===== src/sv/balu_pkg.sv =====
// Package for the byte ALU: command, CB group and shift codes, stream widths
// and the registered payload structures. No dependencies.
package balu_pkg;

  // Stream widths: tdata is padded up to whole bytes.
  localparam int unsigned S_TDATA_W = 32;
  localparam int unsigned S_TUSER_W = 3;
  localparam int unsigned M_TDATA_W = 16;
  localparam int unsigned M_TUSER_W = 1;

  // Bit positions inside a flag nibble.
  localparam int unsigned FLAG_Z = 3;
  localparam int unsigned FLAG_N = 2;
  localparam int unsigned FLAG_H = 1;
  localparam int unsigned FLAG_C = 0;

  typedef enum logic [2:0] {
    CMD_CB  = 3'd0,
    CMD_ADD = 3'd1,
    CMD_XOR = 3'd2,
    CMD_CP  = 3'd3,
    CMD_INC = 3'd4,
    CMD_DEC = 3'd5,
    CMD_RLA = 3'd6,
    CMD_CPL = 3'd7
  } cmd_e;

  typedef enum logic [1:0] {
    CB_SHIFT = 2'd0,
    CB_BIT   = 2'd1,
    CB_RES   = 2'd2,
    CB_SET   = 2'd3
  } cb_grp_e;

  typedef enum logic [2:0] {
    SH_RLC  = 3'd0,
    SH_RRC  = 3'd1,
    SH_RL   = 3'd2,
    SH_RR   = 3'd3,
    SH_SLA  = 3'd4,
    SH_SRA  = 3'd5,
    SH_SWAP = 3'd6,
    SH_SRL  = 3'd7
  } shift_e;

  typedef struct packed {
    logic [2:0] command;
    logic [7:0] cb_opcode;
    logic [7:0] accumulator;
    logic [7:0] operand;
    logic [3:0] flags_in;
  } alu_in_t;

  typedef struct packed {
    logic [7:0] result;
    logic [3:0] flags_out;
    logic       write_result;
  } alu_out_t;

endpackage


===== src/sv/byte_alu_with_bit_ops_top.sv =====
// Byte ALU with CB rotate, shift and bit operations behind stream ports.
// Depends on balu_pkg.
// An accepted input beat is held in the input register, then in the result register, before it leaves as a result beat.
// Throughput: one beat per cycle, set by the single-pass ALU between the
// input register and the result register; a stalled full result stage holds
// both stages, while an empty stage still fills.
// Reset clears both stage valid bits; payload registers are not reset.
module byte_alu_with_bit_ops_top import balu_pkg::*; (
  input  logic                 clk_i,
  input  logic                 rst_ni,
  input  logic                 s_axis_tvalid,
  output logic                 s_axis_tready,
  // Fields from bit 0: cb_opcode[7:0], accumulator[7:0], operand[7:0],
  // flags_in[3:0], zero padding[3:0].
  input  logic [S_TDATA_W-1:0] s_axis_tdata,
  // Fields from bit 0: command[2:0].
  input  logic [S_TUSER_W-1:0] s_axis_tuser,
  output logic                 m_axis_tvalid,
  input  logic                 m_axis_tready,
  // Fields from bit 0: result[7:0], flags_out[3:0], zero padding[3:0].
  output logic [M_TDATA_W-1:0] m_axis_tdata,
  // Fields from bit 0: write_result.
  output logic [M_TUSER_W-1:0] m_axis_tuser
);

  logic     in_vld_q;
  alu_in_t  in_q;
  logic     out_vld_q;
  alu_out_t out_q;
  alu_out_t alu_d;
  logic     out_adv;
  logic     in_adv;

  // The result stage can take a new value when it is empty or draining.
  assign out_adv       = !out_vld_q || m_axis_tready;
  assign in_adv        = !in_vld_q || out_adv;
  assign s_axis_tready = in_adv;

  always_ff @(posedge clk_i or negedge rst_ni) begin
    if (!rst_ni) begin
      in_vld_q  <= 1'b0;
      out_vld_q <= 1'b0;
    end else begin
      if (in_adv) begin
        in_vld_q <= s_axis_tvalid;
      end
      if (out_adv) begin
        out_vld_q <= in_vld_q;
      end
    end
  end

  always_ff @(posedge clk_i) begin
    if (in_adv && s_axis_tvalid) begin
      in_q.command     <= s_axis_tuser[2:0];
      in_q.cb_opcode   <= s_axis_tdata[7:0];
      in_q.accumulator <= s_axis_tdata[15:8];
      in_q.operand     <= s_axis_tdata[23:16];
      in_q.flags_in    <= s_axis_tdata[27:24];
    end
    if (out_adv && in_vld_q) begin
      out_q <= alu_d;
    end
  end

  logic [7:0] a;
  logic [7:0] v;
  logic [3:0] fin;
  logic       cin;
  logic [2:0] kind;
  logic [8:0] sum;
  logic [4:0] half_sum;
  logic [7:0] diff;
  logic [7:0] bit_mask;
  logic [7:0] sh_res;
  logic       sh_c;

  assign a        = in_q.accumulator;
  assign v        = in_q.operand;
  assign fin      = in_q.flags_in;
  assign cin      = fin[FLAG_C];
  assign kind     = in_q.cb_opcode[5:3];
  assign sum      = {1'b0, a} + {1'b0, v};
  assign half_sum = {1'b0, a[3:0]} + {1'b0, v[3:0]};
  assign diff     = a - v;
  assign bit_mask = 8'h01 << kind;

  always_comb begin
    case (shift_e'(kind))
      SH_RLC:  begin sh_res = {v[6:0], v[7]};  sh_c = v[7]; end
      SH_RRC:  begin sh_res = {v[0], v[7:1]};  sh_c = v[0]; end
      SH_RL:   begin sh_res = {v[6:0], cin};   sh_c = v[7]; end
      SH_RR:   begin sh_res = {cin, v[7:1]};   sh_c = v[0]; end
      SH_SLA:  begin sh_res = {v[6:0], 1'b0};  sh_c = v[7]; end
      SH_SRA:  begin sh_res = {v[7], v[7:1]};  sh_c = v[0]; end
      SH_SWAP: begin sh_res = {v[3:0], v[7:4]}; sh_c = 1'b0; end
      default: begin sh_res = {1'b0, v[7:1]};  sh_c = v[0]; end
    endcase
  end

  always_comb begin
    alu_d.result       = a;
    alu_d.flags_out    = fin;
    alu_d.write_result = 1'b1;
    unique case (cmd_e'(in_q.command))
      CMD_CB: begin
        unique case (cb_grp_e'(in_q.cb_opcode[7:6]))
          CB_BIT: begin
            alu_d.result       = v;
            alu_d.write_result = 1'b0;
            alu_d.flags_out    = {((v & bit_mask) == 8'h00), 1'b0, 1'b1, cin};
          end
          CB_RES: begin
            alu_d.result    = v & ~bit_mask;
            alu_d.flags_out = fin;
          end
          CB_SET: begin
            alu_d.result    = v | bit_mask;
            alu_d.flags_out = fin;
          end
          default: begin
            alu_d.result    = sh_res;
            alu_d.flags_out = {(sh_res == 8'h00), 1'b0, 1'b0, sh_c};
          end
        endcase
      end
      CMD_ADD: begin
        alu_d.result    = sum[7:0];
        alu_d.flags_out = {(sum[7:0] == 8'h00), 1'b0, half_sum[4], sum[8]};
      end
      CMD_XOR: begin
        alu_d.result    = a ^ v;
        alu_d.flags_out = {((a ^ v) == 8'h00), 3'b000};
      end
      CMD_CP: begin
        // The accumulator passes through; only the flags of a - v count.
        alu_d.result       = a;
        alu_d.write_result = 1'b0;
        alu_d.flags_out    = {(diff == 8'h00), 1'b1, (a[3:0] < v[3:0]), (a < v)};
      end
      CMD_INC: begin
        alu_d.result    = v + 8'h01;
        alu_d.flags_out = {(v == 8'hFF), 1'b0, (v[3:0] == 4'hF), cin};
      end
      CMD_DEC: begin
        alu_d.result    = v - 8'h01;
        alu_d.flags_out = {(v == 8'h01), 1'b1, (v[3:0] == 4'h0), cin};
      end
      CMD_RLA: begin
        alu_d.result    = {a[6:0], cin};
        alu_d.flags_out = {3'b000, a[7]};
      end
      default: begin
        alu_d.result    = ~a;
        alu_d.flags_out = {fin[FLAG_Z], 1'b1, 1'b1, fin[FLAG_C]};
      end
    endcase
  end

  assign m_axis_tvalid = out_vld_q;
  assign m_axis_tdata  = {4'h0, out_q.flags_out, out_q.result};
  assign m_axis_tuser  = out_q.write_result;

endmodule


===== config.mk =====
export PLATFORM = sky130hd
export DESIGN_NAME = byte_alu_with_bit_ops_top
export DESIGN_NICKNAME = d
export VERILOG_FILES = /design/src/sv/balu_pkg.sv /design/src/sv/byte_alu_with_bit_ops_top.sv
export SDC_FILE = /design/constraint.sdc
export NUM_CORES = 1
export LEC_CHECK = 0
export ABC_AREA = 1
export BUFFER_PORTS_ARGS = -buffer_cell sky130_fd_sc_hd__clkbuf_2
export CAP_MARGIN = 5
export CORE_MARGIN = 2
export CORE_UTILIZATION = 45
export CTS_CLUSTER_SIZE = 28
export DETAILED_ROUTE_END_ITERATION = 16
export PLACE_DENSITY_LB_ADDON = 0.08
export SLEW_MARGIN = 10
export SYNTH_ARGS = -nofsm -noshare
export SYNTH_HDL_FRONTEND = slang
export SYNTH_SLANG_ARGS = --single-unit

===== constraint.sdc =====
create_clock -name clk_i -period 1.9 [get_ports clk_i]
set_input_delay 0.38 -clock clk_i [delete_from_list [all_inputs] [get_ports clk_i]]
set_output_delay 0.38 -clock clk_i [all_outputs]
set_load 0.1 [all_outputs]

======== After elaboration in Yosys (flattened, before gate mapping) ========
Cells that the tools add are included.
word-level totals
  flip-flop bits (word level) ............. 46
cells by class
  magnitude comparators ................... 2
  reduce and logical (&&, ||, !) cells .... 15
  bitwise gates (word level) .............. 6
  add/subtract/negate cells ............... 5
  equality and inequality tests ........... 18
  muxes and demuxes ....................... 6
  shifts and indexed selects .............. 1
operators with widths
  operator                                                            number
  12-bit case mux with 7 select lines                                 1
  8-bit case mux with 7 select lines                                  1
  8-bit logical NOT                                                   5
  12-bit case mux with 3 select lines                                 1
  3-bit == test, second input constant                                6
  8-bit bitwise AND                                                   2
  8-bit NOT                                                           2
  3-bit by 2-bit == test with 1-bit output, second input constant     4
  8-bit by 8-bit adder with 9-bit output                              1
  8-bit by 1-bit adder with 8-bit output, second input constant       1
  8-bit by 1-bit == test with 1-bit output, second input constant     1
  8-bit == test, second input constant                                1
  8-bit < comparator                                                  1
  8-bit OR                                                            1
  1-bit by 3-bit << shifter with 8-bit output, first input constant   1
  8-bit by 1-bit subtractor with 8-bit output, second input constant  1
  8-bit subtractor                                                    1
  8-bit bitwise XOR                                                   1
  3-bit by 1-bit == test with 1-bit output, second input constant     2
  3-bit logical NOT                                                   2
  4-bit by 4-bit adder with 5-bit output                              1
  2-bit == test, second input constant                                2
  4-bit == test, second input constant                                1
  4-bit logical NOT                                                   1
  other kinds (8)                                                     12

======== Logic depth before layout (Yosys ltp) ========
Gate-level depths: netlist (run 1).
  depth after elaboration ................. 5
  gate-level depth with buffers ........... 17
  mapped depth without buffers ............ 15

======== Worst setup path before layout (run 1) ========
No wires, ideal clock.
  path kind ............................... register -> register
  start point ............................. register out_vld_q, in the netlist m_axis_tvalid
  end point ............................... register in_q (netlist bit a[0]), enable pin
  slack ................................... -1123 ps
  stages on the path, launching flop included .. 4
  arrival ................................. 2644 ps
  clock period less this slack ............ 3023 ps
  library setup time ...................... 380 ps
  cells stage by stage .................... dfrtp_1 -> nand3_1 -> nand2_1 -> inv_1
between the ends
  word-level cells in the longest chain between the ends .. 4
ends and longest elaborated chain
  item                      line                             text
  start: declaration        byte_alu_with_bit_ops_top.sv:28  logic out_vld_q;
  start signal: assignment  byte_alu_with_bit_ops_top.sv:48  out_vld_q <= in_vld_q;
  1-bit logical NOT         byte_alu_with_bit_ops_top.sv:35  assign out_adv = !out_vld_q || m_axis_tready;
  1-bit logical OR          byte_alu_with_bit_ops_top.sv:35
  1-bit logical OR          byte_alu_with_bit_ops_top.sv:36  assign in_adv = !in_vld_q || out_adv;
  via s_axis_tready         byte_alu_with_bit_ops_top.sv:12  output logic s_axis_tready,
  1-bit logical AND         byte_alu_with_bit_ops_top.sv:54  if (in_adv && s_axis_tvalid) begin
  end: declaration          byte_alu_with_bit_ops_top.sv:27  alu_in_t in_q;
The timed path passes the listed nets, and every way through them passes these cells.
A chain may end at the register's enable or synchronous reset.

==> results of run 1 <==
registers in the layout, indices dropped and copies added (netlist names):
| signal | cells |
|---|---|
| m_axis_tdata | 12 |
| a | 8 |
| in_q | 8 |
| v | 8 |
| fin | 4 |
| in_vld_q | 1 |
| m_axis_tuser | 1 |
| m_axis_tvalid | 1 |
worst max path at each step:
stage	to	slack, ns	depth (start not counted)
detailed placement	m_axis_tdata[11]$_DFFE_PP_	-0.29	12
floorplan	m_axis_tdata[11]$_DFFE_PP_	-0.09	14
global route	m_axis_tdata[11]$_DFFE_PP_	-0.37	14
global placement	m_axis_tdata[11]$_DFFE_PP_	-0.24	14
finish	m_axis_tdata[4]$_DFFE_PP_	-0.31	10
CTS	m_axis_tdata[11]$_DFFE_PP_	-0.23	13
synthesized netlist by cell type, types with 4 or more instances:
| library cell | number |
|---|---|
| o22ai_1 | 8 |
| nand3_1 | 54 |
| o21ai_0 | 27 |
| inv_1 | 56 |
| buf_4 | 7 |
| a21oi_1 | 28 |
| nand4_1 | 14 |
| nand2_1 | 129 |
| inv_2 | 9 |
| nor3_1 | 6 |
| edfxtp_1 | 41 |
| buf_2 | 7 |
| nor2_1 | 73 |
| ha_1 | 20 |
| o2111ai_1 | 4 |
per-layer routing:
metal | share of wire [%] | vias up | global-route usage [%]
met5 | 0 | - | 0
met4 | 3.8 | 0 | 9.30
met3 | 11 | 44 | 4.51
met2 | 43 | 276 | 43.3
met1 | 43 | 1832 | 42.0
li1 | - | 1991 | -
layout make-up:
cell class	instances	area (um^2)	share of cell area [%]
clock buffers	6	72.6	1.43
clock inverters	2	12.5	0.246
inverters	66	264	5.19
multi-input cells	391	2330	45.8
flip-flops and latches	43	1280	25.3
well taps	102	128	2.51
repair buffers	143	993	19.5
cell families after synthesis:
kind of cell / synth area share [%]
xor+xnor: 0.486
buf+inv: 9.43
compound gates: 12.2
other cells: 0.104
flops: 35.5
fa+ha+maj: 8.05
simple gates: 34.2
through the flow:
step | power (mW) | cell area (um^2) | hold slack, ns | TNS (ns)
finish | 3.40 | 5080 | 0.239 | -1.41
global route | 3.57 | 5080 | 0.231 | -2.09
CTS | 3.27 | 4810 | 0.243 | -0.623
detailed placement | 2.60 | 4500 | 0.177 | -1.57
global placement | 2.59 | 4500 | 0.168 | -1.16
floorplan | 2.14 | 3660 | 0.0844 | -0.894
report_power, final:
| group | switching [mW] | internal (mW) | total [mW] | leakage, nW |
|---|---|---|---|---|
| combinational | 1.04 | 0.547 | 1.59 | 1.90 |
| clock | 0.338 | 0.257 | 0.595 | 0.0412 |
| sequential | 0.0608 | 1.16 | 1.22 | 0.416 |
| total | 1.44 | 1.96 | 3.40 | 2.36 |
timing repair:
action                                 4_1_cts  5_1_grt
hold buffers                                 1        0
pin swaps                                   12       23
endpoints found under the hold margin        2        0
gates resized for setup                     45       46
buffers inserted                             4       14
setup endpoints to repair                   10       11
==> out/results.ini, run 1 <==
[worst_hold_path]
hold_path.class=input port to register
hold_depth=1
hold_end=v[6]$_DFFE_PP_
worstHoldStart=s_axis_tdata[22]

[global_routing]
grt_use_total_pct=28.7
antenna_found_initial=0
grt_start_max_net_pins=29
grt_pass1_wl_um=19000
grt_pass1_vias=3610
overflow=0

[power_and_ir_drop]
power.density_nw_per_um2=668
vdd_drop_max_mv=0.383
leakage_nw=2.36

[timing]
relSlewSlack_pct=63.0
fin_ws_ns=-0.312
fin_crit_sh_pct=116
clock_skew_ns=0.00812
slew_violations=0
max_freq_ghz=0.452
rsz0062_at_grt=yes
setup_viol=10
fin_crit_ns=2.21
worstMarginPinSlew_ns=0.554
finalHoldViolations=0

[clock_network]
path_clk_slew_ns=0.09
clock_latency_ns=0.31
root_buffer=clkbuf_8
htreeDepth=2
cts_buffers=5
cts_buffer_depth=2
cts.sinks=43
cts_tree=done

[detailed_routing]
routedWlPerCell_um=16.8
drt-pass1-iter-count=6
vias=4143
drc=0
drtIter0Drc=643
viasPerCell=5.50
drt_wl_total_um=12600
antenna_left=0

[setup_path]
crit_slowest_cell=edfxtp_1
r2r_start=v[0]$_DFFE_PP_
critPathKind=register to register
cp-start-kind=register
critPathBufInv=4
cp-end-kind=register
critical_path_arrival_ns=2.23
cp-startpoint=v[0]$_DFFE_PP_
reg2reg_depth=10
slowest_delay_ns=0.44
path_cells=buf_4 -> buf_6 -> buf_8 -> inv_8 -> ha_4 -> nand2_1 -> nor2_1 -> nor3_1 -> nor4_2 -> nand4_1
crit_required_ns=1.92
r2r_slack_ns=-0.31
cp_max_fo=6
crit_family=simple AND/OR/NAND/NOR gates
r2r_end=m_axis_tdata[4]$_DFFE_PP_

[logic_synthesis]
synthArstFlopShare_pct=4.65
synth_area_per_cell_um2=7.05
syn_inst=512
yosys.cell_types.count=37
netlist.area_leader.share_pct=34.1
yosys.area.top_type=edfxtp_1
synthesis.area_um2=3610
synth_edf_count=41
yosys_register_bits=43
synthTopCellsByArea=edfxtp_1 (34%), nand2_1 (13%), nor2_1 (7.6%), nand3_1 (7.5%), ha_1 (6.9%)
synth_warnings=0
ys_seq_area_share_pct=35.5
synth_top_flop_cell=edfxtp_1

[floorplan]
rows=32
die_w_um=93.5
start_util_pct=46.7
dieArea_um2=8750
coreArea_um2=7730
die_y_um=93.5
top_level_ports=58

[cells_and_area]
drive_above_1_share_pct=35.8
final_cells=753
final_util_pct=65.8
most-common-layout-cells=nand2_1 (119), buf_4 (85), nor2_1 (66), inv_1 (47), clkbuf_2 (47)
final_common_cell=nand2_1
nNetsFinal=711
antenna_cells=0
syn_to_final_growth_pct=41.0
nFillCells=650

[job]
drv_cap=0

[placed_design]
port_buffers=46
pre_cts_slack_ns=-0.286
gp_congestion=0.986
place.detailed.hpwl_um=9520
placed_cells_incl_taps=726

[outcome]
outcome=finished, violations left
violations=setup timing

Note: power is estimated with default switching activity, not from simulation.
==> run 2: changes to the inputs <==
- BUFFER_PORTS_ARGS: -buffer_cell sky130_fd_sc_hd__clkbuf_2 -> -buffer_cell sky130_fd_sc_hd__buf_4
==> out/results.ini, run 2 (same netlist as run 1, synthesis figures left out) <==
[placed_design]
placed_cells_incl_taps=727  ; +0.14%
port_buffers=46  ; unchanged
place.detailed.hpwl_um=9640  ; +1.2%
gp_congestion=0.987  ; +0.10%

[outcome]
violations=setup timing
outcome=finished, violations left

[clock_network]
cts_buffers=5  ; unchanged
root_buffer=clkbuf_8
cts.sinks=43  ; unchanged
cts_tree=done
clock_latency_ns=0.30  ; about the same
cts_buffer_depth=2  ; unchanged
htreeDepth=2  ; unchanged
path_clk_slew_ns=0.09  ; about the same

[timing]
fin_ws_ns=-0.339  ; -0.0268 ns
fin_crit_sh_pct=118  ; +1.4 points
fin_crit_ns=2.24  ; +0.0268 ns
setup_viol=7  ; -3
max_freq_ghz=0.447  ; -1.2%
rsz0062_at_grt=yes
slew_violations=0  ; unchanged
worstMarginPinSlew_ns=0.561  ; +0.00700 ns
relSlewSlack_pct=62.5  ; -0.47 points
clock_skew_ns=0.00981  ; +0.00168 ns
finalHoldViolations=0  ; unchanged

[detailed_routing]
drt_wl_total_um=12500  ; -1.2%
routedWlPerCell_um=16.7  ; -0.45%
drtIter0Drc=416  ; -35%
drt-pass1-iter-count=5  ; -1
antenna_left=0  ; unchanged
drc=0  ; unchanged
viasPerCell=5.63  ; +2.3%
vias=4204  ; +1.5%

[floorplan]
dieArea_um2=8750  ; unchanged
die_y_um=93.5  ; unchanged
die_w_um=93.5  ; unchanged
coreArea_um2=7730  ; unchanged
start_util_pct=46.7  ; unchanged
top_level_ports=58  ; unchanged
rows=32  ; unchanged

[power_and_ir_drop]
p_clk_share_pct=17.2  ; -0.3 points
report.power.total_mw=3.45  ; +1.6%
power.density_nw_per_um2=664  ; -0.64%
leakage_nw=2.36  ; about the same
vdd_drop_max_mv=0.346  ; -9.7%
intPower_mw=2.01  ; +2.3%
switching_share_pct=41.9  ; -0.41 points
power_switching_mw=1.45  ; +0.58%
p_seq_share_pct=35.4  ; -0.4 points
share_comb_of_total_power_pct=47.4  ; +0.7 points

[cells_and_area]
syn_to_final_growth_pct=44.1
antenna_cells=0  ; unchanged
drive_above_1_share_pct=35.5  ; -0.29 points
final_common_cell=buf_4
nFillCells=631  ; -2.9%
nNetsFinal=705  ; -0.84%
largest_reg_flops=12  ; unchanged
most-common-layout-cells=buf_4 (127), nand2_1 (114), nor2_1 (65), inv_1 (46), nand3_1 (44)
final_cells=747  ; -0.80%

[global_routing]
grt_pass1_wl_um=19400  ; +2.2%
grt_start_max_net_pins=29  ; unchanged
antenna_found_initial=0  ; unchanged
grt_pass1_vias=3897  ; +8.0%
overflow=0  ; unchanged
grt_use_total_pct=29.1  ; +0.47 points

[setup_path]
slowest_delay_ns=0.46  ; +0.02 ns
crit_required_ns=1.96  ; +0.04 ns
cp-end-kind=register
critical_path_arrival_ns=2.30  ; +0.07 ns
critPathKind=register to register
cp-start-kind=register
path_cells=buf_4 -> ha_4 -> fa_2 -> nand4_1 -> nand3_1 -> nand2_2 -> nand2_1 -> nand3_1 -> nor2_2 -> nor2_4 -> nand3_2
crit_slowest_cell=edfxtp_1
crit_top_cell=nand3_1
cp_max_fo=3  ; -3

[job]
drv_cap=0  ; unchanged

[worst_hold_path]
hold_path.class=input port to register

[run 2: cell count changes in the layout (fill, tap and decap cells not counted), moves of 2 or more]
| cell | delta |
|---|---|
| buf_4 | +42 |
| o21ai_0 | +2 |
| buf_6 | -2 |
| ha_1 | +2 |
| nand2_2 | +6 |
| inv_4 | +2 |
| ha_2 | -2 |
| a21oi_2 | -3 |
| nor2_4 | +2 |
| nand2_1 | -5 |
| a21oi_1 | +2 |
| clkbuf_2 | -47 |
| nand3_4 | +2 |
[run 2: area by class of cell]
| cell class | instances | area (um^2) | area share, % |
|---|---|---|---|
| inverters | 66 | 262 | 5.03 |
| repair buffers | 137 | 1080 | 20.7 |
| multi-input cells | 391 | 2360 | 45.5 |
| clock inverters | 2 | 12.5 | 0.241 |
| well taps | 102 | 128 | 2.46 |
| flip-flops and latches | 43 | 1280 | 24.7 |
| clock buffers | 6 | 72.6 | 1.40 |
[run 2: power by group through the flow]
stage	registers (mW)	logic [mW]	clock network [mW]
after global routing	1.23	1.74	0.643
after floorplan	1.52	0.624	0
after detailed placement	1.24	1.41	0
after global placement	1.24	1.40	0
final	1.22	1.64	0.593
after CTS	1.22	1.48	0.599
[run 2: per-stage QoR]
step	hold slack [ns]	util (%)	setup TNS, ns	worst slack [ns]	cell area [um^2]
global placement	0.164	59.9	-1.02	-0.230	4630
finish	0.244	67.3	-1.49	-0.339	5200
detailed placement	0.166	59.9	-1.50	-0.320	4630
CTS	0.243	63.1	-0.721	-0.204	4880
floorplan	0.0844	-	-0.894	-0.0911	3660
global route	0.230	67.3	-2.23	-0.412	5200
[run 2: path summary, 6_finish.rpt]
check                                startpoint                         end  slack, ns  depth (start not counted)
setup / recovery                 v[0]$_DFFE_PP_  m_axis_tdata[11]$_DFFE_PP_      -0.34                         11
hold / removal                  s_axis_tuser[0]          in_q[28]$_DFFE_PP_       0.24                          1
setup reg to reg                 v[0]$_DFFE_PP_  m_axis_tdata[11]$_DFFE_PP_      -0.34                         11
hold reg to reg            in_vld_q$_DFFE_PN0N_   m_axis_tvalid$_DFFE_PN0P_       0.58                          2
max in group asynchronous                rst_ni   m_axis_tvalid$_DFFE_PN0P_       1.40                          2
min in group asynchronous                rst_ni   m_axis_tvalid$_DFFE_PN0P_       0.40                          2
[run 2: worst max-delay path: cells and delay by family (launching register included)]
kind                     cells  cell delay (ns)
buffers and inverters        1             0.18
adder cells (fa/ha/maj)      2             0.56
flip-flops                   1             0.46
AND/OR/NAND/NOR              8             0.78
[run 2: layer usage]
layer | part of all wire, % | wire, um | vias to the layer above | track usage (%)
met5 | 0 | 0 | - | 0
met2 | 44 | 5480 | 255 | 45.6
met3 | 10 | 1250 | 47 | 6.20
met1 | 43 | 5380 | 1924 | 41.2
met4 | 3.0 | 380 | 0 | 7.49
li1 | - | - | 1978 | -
[run 2: repair_timing]
action | 4_1_cts | 5_1_grt
setup buffers | 3 | 8
resized for setup | 32 | 62
endpoints found under the hold margin | 2 | 0
setup endpoints to repair | 10 | 11
hold buffers | 1 | 0
pin swaps | 7 | 31
==> run 3: changes to the inputs <==
- CELL_PAD_IN_SITES_DETAIL_PLACEMENT: unset -> 1
- CELL_PAD_IN_SITES_GLOBAL_PLACEMENT: unset -> 1
- CORE_UTILIZATION: 45 -> 37
- HOLD_SLACK_MARGIN: unset -> 0.08
- REMOVE_ABC_BUFFERS: unset -> 1
==> out/results.ini, run 3 (same netlist as run 1, synthesis figures left out) <==
[floorplan]
rows=36  ; +13%
top_level_ports=58  ; unchanged
die_y_um=103  ; +9.8%
start_util_pct=37.4  ; -9.3 points
die_w_um=103  ; +9.8%
dieArea_um2=10600  ; +21%
coreArea_um2=9640  ; +25%

[detailed_routing]
routedWlPerCell_um=18.8  ; +13%
vias=4192  ; -0.29%
drt_wl_total_um=14700  ; +18%
drt-pass1-iter-count=5  ; unchanged
drtIter0Drc=260  ; -38%
drc=0  ; unchanged
viasPerCell=5.37  ; -4.5%
antenna_left=0  ; unchanged

[clock_network]
root_buffer=clkbuf_8
path_clk_slew_ns=0.09  ; about the same
cts_buffers=5  ; unchanged
cts.sinks=43  ; unchanged
cts_tree=done
clock_latency_ns=0.31  ; about the same
htreeDepth=2  ; unchanged
cts_buffer_depth=2  ; unchanged

[placed_design]
placed_cells_incl_taps=765  ; +5.2%
place.detailed.hpwl_um=11900  ; +24%
port_buffers=46  ; unchanged
gp_congestion=0.971  ; -1.7%

[timing]
max_freq_ghz=0.458  ; +2.5%
fin_crit_sh_pct=115  ; -2.9 points
holdWs_ns=0.243  ; -0.00140 ns
clock_skew_ns=0.00679  ; -0.00301 ns
slew_violations=0  ; unchanged
rsz0062_at_grt=yes
fin_crit_ns=2.18  ; -0.0548 ns
fin_ws_ns=-0.284  ; +0.0548 ns
finalHoldViolations=0  ; unchanged
setup_viol=9  ; +2

[setup_path]
path_cells=ha_4 -> fa_2 -> buf_4 -> nor2_1 -> nor2_1 -> nand3_1 -> nor2_1 -> nand3_1 -> nor2_1 -> nand2_1 -> nand2_1 -> nor2_1 -> nand3_1
cp-end-kind=register
reg2reg_depth=13  ; +2
cp_max_fo=3  ; unchanged
critical_path_arrival_ns=2.24  ; -0.06 ns
slowest_delay_ns=0.47  ; about the same
crit_slowest_cell=edfxtp_1
r2r_slack_ns=-0.28  ; +0.05 ns
crit_end=m_axis_tdata[11]$_DFFE_PP_
r2r_start=v[0]$_DFFE_PP_
crit_required_ns=1.96  ; about the same
cp-startpoint=v[0]$_DFFE_PP_
crit_top_cell=nor2_1
cp-start-kind=register
r2r_end=m_axis_tdata[11]$_DFFE_PP_
critPathKind=register to register

[global_routing]
grt_use_total_pct=28.3  ; -0.87 points
grt_start_max_net_pins=29  ; unchanged
grt_pass1_vias=4212  ; +8.1%
grt_pass1_wl_um=22200  ; +15%
antenna_found_initial=1  ; +1
overflow=0  ; unchanged

[cells_and_area]
nNetsFinal=707  ; +0.28%
most-common-layout-cells=buf_4 (132), nand2_1 (123), nor2_1 (66), inv_1 (51), nand3_1 (46)
antenna_cells=0  ; unchanged
final_util_pct=53.5  ; -14 points
largest_reg_flops=12  ; unchanged
final_cells=780  ; +4.4%
syn_to_final_growth_pct=42.9
drive_above_1_share_pct=32.3  ; -3.2 points
nFillCells=1250  ; +98%
final_common_cell=buf_4

[outcome]
violations=setup timing
outcome=finished, violations left

[power_and_ir_drop]
vdd_drop_max_mv=0.392  ; +13%
leakage_nw=2.37  ; +0.15%
power.density_nw_per_um2=696  ; +4.9%

[job]
drv_cap=0  ; unchanged

[worst_hold_path]
hold_path.class=input port to register

## run 3: cell count changes in the layout (fill, tap and decap cells not counted), moves of 2 or more
| cell | before | now |
|---|---|---|
| nand2_1 | 114 | 123 |
| nand2_2 | 15 | 7 |
| buf_4 | 127 | 132 |
| inv_1 | 46 | 51 |
| inv_2 | 15 | 12 |
| a21oi_2 | 2 | 4 |
| buf_6 | 6 | 4 |
| nand3_1 | 44 | 46 |
| o21ai_0 | 25 | 23 |
| o21ai_1 | 3 | 5 |
| o22ai_1 | 6 | 8 |
## run 3: power breakdown
| group | total [mW] | switching [mW] | internal, mW |
|---|---|---|---|
| combinational | 1.61 | 1.05 | 0.562 |
| clock | 0.755 | 0.361 | 0.393 |
| sequential | 1.23 | 0.0731 | 1.15 |
## run 3: worst min path at each step
| stage | start | endpoint | cells after the start |
|---|---|---|---|
| finish | s_axis_tdata[25] | fin[1]$_DFFE_PP_ | 1 |
| global route | s_axis_tdata[4] | in_q[24]$_DFFE_PP_ | 1 |
| CTS | s_axis_tdata[25] | fin[1]$_DFFE_PP_ | 1 |
| detailed placement | rst_ni | in_vld_q$_DFFE_PN0N_ | 1 |
| global placement | rst_ni | in_vld_q$_DFFE_PN0N_ | 1 |
| floorplan | rst_ni | in_vld_q$_DFFE_PN0N_ | 0 |
## run 3: what timing repair did
action | 4_1_cts | 5_1_grt
gates resized for setup | 50 | 24
pin swaps | 13 | 16
endpoints found under the hold margin | 2 | 0
hold buffers | 1 | 0
gates cloned | 0 | 0
setup endpoints to repair | 11 | 11
setup buffers | 3 | 4
## run 3: cell type report
cell class	count	area [um^2]	area share, %
well taps	133	166	3.23
inverters	66	253	4.90
multi-input cells	391	2270	44.0
clock buffers	6	72.6	1.41
clock inverters	2	37.5	0.728
repair buffers	139	1080	20.9
flip-flops and latches	43	1280	24.9
## run 3: through the flow
stage / worst slack [ns] / power [mW] / area [um^2] / TNS [ns]
floorplan: -1.12 / 2.11 / 3530 / -34.00
global placement: -0.214 / 2.66 / 4680 / -1.04
detailed placement: -0.250 / 2.70 / 4680 / -1.50
CTS: -0.171 / 3.52 / 5040 / -0.498
global route: -0.469 / 3.75 / 5150 / -2.22
finish: -0.284 / 3.59 / 5150 / -1.01
## run 3: layer usage
metal | GRT usage [%] | share of wire, %
met5 | 0 | 0.13
met4 | 6.88 | 2.7
met3 | 5.49 | 6.6
met2 | 46.4 | 46
met1 | 38.6 | 45
## run 3: worst max-delay path, delay by kind of cell (launching register included)
kind | cells | cell delay, ns
simple gates | 10 | 0.77
flops | 1 | 0.47
buf+inv | 1 | 0.15
fa+ha+maj | 2 | 0.54
